===== src/rtl/core/fba_word_scan.sv =====
// Lowest-free-bit search over one occupancy word.
// No dependencies; bits past the end of the map in the last word count as used.
`default_nettype none

module fba_word_scan #(
	parameter int WORD_BITS = 32,
	parameter int PAD_FROM  = 0,
	parameter int WB_LOG    = $clog2(WORD_BITS)
) (
	input  wire logic [WORD_BITS-1:0] word,
	input  wire logic                 is_last,
	output logic                      found,
	output logic [WB_LOG-1:0]         bit_idx
);

	localparam logic [WORD_BITS-1:0] ONES     = {WORD_BITS{1'b1}};
	localparam logic [WORD_BITS-1:0] PAD_MASK = (PAD_FROM == 0) ? '0 : (ONES << PAD_FROM);

	logic [WORD_BITS-1:0] eff;

	always_comb begin
		eff     = is_last ? (word | PAD_MASK) : word;
		found   = ~&eff;
		bit_idx = '0;
		// walk down so the lowest clear bit wins
		for (int i = WORD_BITS - 1; i >= 0; i--) begin
			if (!eff[i]) begin
				bit_idx = WB_LOG'(i);
			end
		end
	end

endmodule

`default_nettype wire


===== config.mk =====
export PLATFORM = sky130hd
export DESIGN_NAME = fba_word_scan
export DESIGN_NICKNAME = d
export VERILOG_FILES = /design/src/rtl/core/fba_word_scan.sv
export SDC_FILE = /design/constraint.sdc
export NUM_CORES = 1
export LEC_CHECK = 0
export BUFFER_PORTS_ARGS = -buffer_cell sky130_fd_sc_hd__clkbuf_2
export CAP_MARGIN = 20
export CORE_AREA = 4 4 41 43
export DETAILED_ROUTE_END_ITERATION = 8
export DIE_AREA = 0 0 45 47
export PLACE_DENSITY_LB_ADDON = 0.12
export SYNTH_ARGS = -nofsm -noshare
export SYNTH_HDL_FRONTEND = slang
export SYNTH_SLANG_ARGS = --single-unit

===== constraint.sdc =====
create_clock -name vclk -period 1.2
set_input_delay 0.12 -clock vclk [all_inputs]
set_output_delay 0.12 -clock vclk [all_outputs]
set_load 0.01 [all_outputs]

# Word-level counts from Yosys, hierarchy flattened
# Index checks and enable logic that the tools add are counted.
[totals]
ff_bits = 0
latchBits = 0
ram_bits = 0
mem_bits_ro = 0
in_bits = 33
out_inout_bits = 6
elab_cells = 34
memories = 0
[classes]
addsub = 0
n_mul = 0
div_mod_pow = 0
order_cmp = 0
n_eq_ne = 0
shifts = 0
mux = 32
n_bitwise = 0
reduce_logical = 2
[ops]
columns = ["operator", "n"]
rows = [
  ["5-bit 2-to-1 mux", 32],
  ["32-bit AND reduction", 1],
  ["1-bit zero test", 1],
]

# Depth between registers and ports, before layout
[depth]
ltp_word = 32
depth_mapped = 5
mapped_depth_nobuf = 5

# Least setup slack after synthesis
# No wires, ideal clock.
[synth_timing]
path_kind = "in2out"
start = "input word[1]"
end = "output bit_idx[4]"
arrival_ns = 0.927
required_ns = 1.080
path_slack_ns = 0.153
stages = 3
path_buffers = 0
cell_sequence = "nand4_1 or3_4 nor4_2"
[synth_between]
elab_chain_len = 2
[synth_rtl]
columns = ["item", "line", "text"]
rows = [
  ["start: declaration", "10", "input wire logic [WORD_BITS-1:0] word,"],
  ["5-bit 2-to-1 mux (2 in series)", "27", "if (!eff[i]) begin"],
  ["end: declaration", "13", "output logic [WB_LOG-1:0] bit_idx"],
]
# No other way between the ends.

# Worst setup path after layout
[layout_timing]
start = "input word[11]"
end = "output bit_idx[0]"
[layout_between]
elab_chain_len = 12
[layout_rtl]
columns = ["item", "line"]
rows = [
  ["5-bit 2-to-1 mux (12 in series)", "27"],
]
# No other way between the ends.

==> impl_metrics.env <==
export IMPL_critPathBufInv=3
export IMPL_hpwlAfterDp_um=1432
export IMPL_core_area_um2=1301
export IMPL_synth_area_leaders="nand4_1, nand2_1, nand3_1, a21oi_1, a31oi_1"
export IMPL_vias=734
export IMPL_antenna_found_initial=0
export IMPL_worst_slew_pin_slew_ns=0.2966
export IMPL_syn_inst=66
export IMPL_critPathRequiredTime_ns=1.08
export IMPL_relSlewSlack=0.8019
export IMPL_final_area_um2=900.9
export IMPL_place_area_um2=729.5
export IMPL_design_seq_count=0
export IMPL_dp_cells=136
export IMPL_seqCellArea_um2=0
export IMPL_start_util=0.3019
export IMPL_wl_um=1734
export IMPL_clock_buffers=0
export IMPL_ctsHoldBuffers=0
export IMPL_worst_ep_arrival_time_ns=1.19
export IMPL_grt_pass1_vias=625
export IMPL_power_switching_uw=100.5
export IMPL_synth_top_area_share=0.1433
export IMPL_min_period_over_period=1.094
export IMPL_power_frac_seq=0
export IMPL_switching_share=0.4239
export IMPL_fmax_ghz=0.7618
export IMPL_leakagePower_nw=0.4366
export IMPL_syn_nets=99
export IMPL_gp_congestion=0.8259
export IMPL_drt_vias_per_instance=5.169
export IMPL_grt_util_all_layers=0.1487
export IMPL_die_h_um=47
export IMPL_fp_dieArea_um2=2115
export IMPL_end_kind="output pin"
export IMPL_failed_checks="setup timing"
export IMPL_firstDrtPassIters=4
export IMPL_final_hold_viol_count=0
export IMPL_rsz0062_at_grt="true"
export IMPL_wl_per_cell_um=12.21
export IMPL_period_minus_slack_ns=1.313
export IMPL_drc=0
export IMPL_ios=39
export IMPL_total_power_uw=237.1
export IMPL_syn2layout_area_growth_pct=129.3
export IMPL_final_core_util=0.6923
export IMPL_setup_viol=1
export IMPL_cpMaxStageDelayCell="a2111oi_2"
export IMPL_ys_seq_area_frac=0
export IMPL_rows=13
export IMPL_drv_slew=0
export IMPL_worstPathCellList="clkbuf_2, inv_1, o21ai_1, a21o_1, a2111oi_2, o221a_2, clkbuf_2"
export IMPL_peakVddDrop_mv=0.1690
export IMPL_fin_ws_ns=-0.1128
export IMPL_fin_tns_setup_ns=-0.1128
export IMPL_final_nets=162
export IMPL_combPwrFrac=1.000
export IMPL_die_x_um=45
export IMPL_cp_top_family="compound AO/OA/AOI/OAI gates"
export IMPL_synth_avg_cell_area_um2=5.953
export IMPL_path_max_fanout=2
export IMPL_grt_start_max_net_pins=6
export IMPL_ys_warnings_count=0
export IMPL_cpMostUsedCell="clkbuf_2"
export IMPL_drv_cap=0
export IMPL_cpPeakStageDelay_ns=0.31
export IMPL_drive_above_1_share=0.5827
export IMPL_gr_total_overflow=0
export IMPL_synth_area_um2=392.9
export IMPL_final_cells=142
export IMPL_drt_iter0_drc=15
export IMPL_synth_area_leader_cell="nand4_1"
export IMPL_hold_class="in -> out"
export IMPL_ant_nets=0
export IMPL_power_internal_uw=136.6
export IMPL_pwr_share_clk=0
export IMPL_diodes=0
export IMPL_cp_start_kind="input port"
export IMPL_timing_worst_setup_path_type="in -> out"
export IMPL_status="finished with violations"
export IMPL_synthDistinctLibCells=22
export IMPL_grt_pass1_wl_um=2477
export IMPL_p_per_area_nw_per_um2=263.2
export IMPL_portBuffers=38
[per-layer routing]
layer	vias to the layer above	wire, µm	global-route usage
met1	327	718	0.2045
met4	0	0	0
li1	388	-	-
met3	0	66	0.003831
met5	-	0	0
met2	19	949	0.2740
[final timing paths]
| kind | slack [ns] | to | cells after the start | start |
|---|---|---|---|---|
| hold / removal | 0.67 | bit_idx[2] | 5 | word[7] |
| setup / recovery | -0.11 | bit_idx[0] | 7 | word[11] |
[through the flow]
step                hold slack [ns]  setup slack (ns)
finish                       0.6695           -0.1128
floorplan                    0.3534            0.1529
global placement             0.6092           -0.1144
detailed placement           0.6056           -0.1046
global route                 0.6930           -0.1854
CTS                          0.6706           -0.1078
[area by class of cell]
| cell class | instances | area [µm²] |
|---|---|---|
| fill | 118 | 400.4 |
| inverter | 6 | 22.52 |
| multi-input combinational | 60 | 409.1 |
| tap | 15 | 18.77 |
| timing repair buffer | 61 | 450.4 |
[kinds of logic after synthesis]
| family | synth area share |
|---|---|
| AO/OA/AOI/OAI | 0.3599 |
| AND/OR/NAND/NOR | 0.5828 |
| buffers and inverters | 0.05732 |
[cells in the final DEF (no fill, tap or decap)]
cell type  netlist  final
a21o_1           1      1
nor3_1           1      1
nand2_1         11      9
a31oi_1          4      2
buf_4            0     21
buf_6            0     10
buf_8            0      3
nand4_1          9      9
clkbuf_2         0     24
a31oi_4          0      1
nor3_4           1      1
o21ai_2          0      1
and4_1           1      1
o21bai_1         1      1
inv_1            6      6
nand3b_1         2      2
o21ai_0          4      3
a21oi_2          0      1
or3_4            2      2
a211oi_2         0      1
o221a_2          1      1
nand2b_1         1      1
nand3_1          6      6
nor2_1           4      4
buf_2            0      3
a31oi_2          0      1
nor4_2           1      1
nand2_2          0      2
a2111oi_2        1      1
a21oi_1          5      4
o21ai_1          1      1
o2111ai_1        2      2
[power groups by stage]
stage	sequential, mW	clock [mW]	combinational, mW
floorplan	0	0	0.0512
global placement	0	0	0.183
detailed placement	0	0	0.185
CTS	0	0	0.196
global route	0	0	0.259
finish	0	0	0.237
[cells in the mapped netlist, types with 2 or more instances]
cell,number
nand2_1,11
nand3_1,6
nand3b_1,2
inv_1,6
nor2_1,4
a31oi_1,4
a21oi_1,5
o2111ai_1,2
or3_4,2
o21ai_0,4
nand4_1,9
[what timing repair did]
item / 4_1_cts / 5_1_grt
resized for setup: 3 / 38
setup buffers: 5 / 1
setup endpoints to repair: 4 / 5
pin swaps: 4 / 6
(Power assumes the default switching activity.)
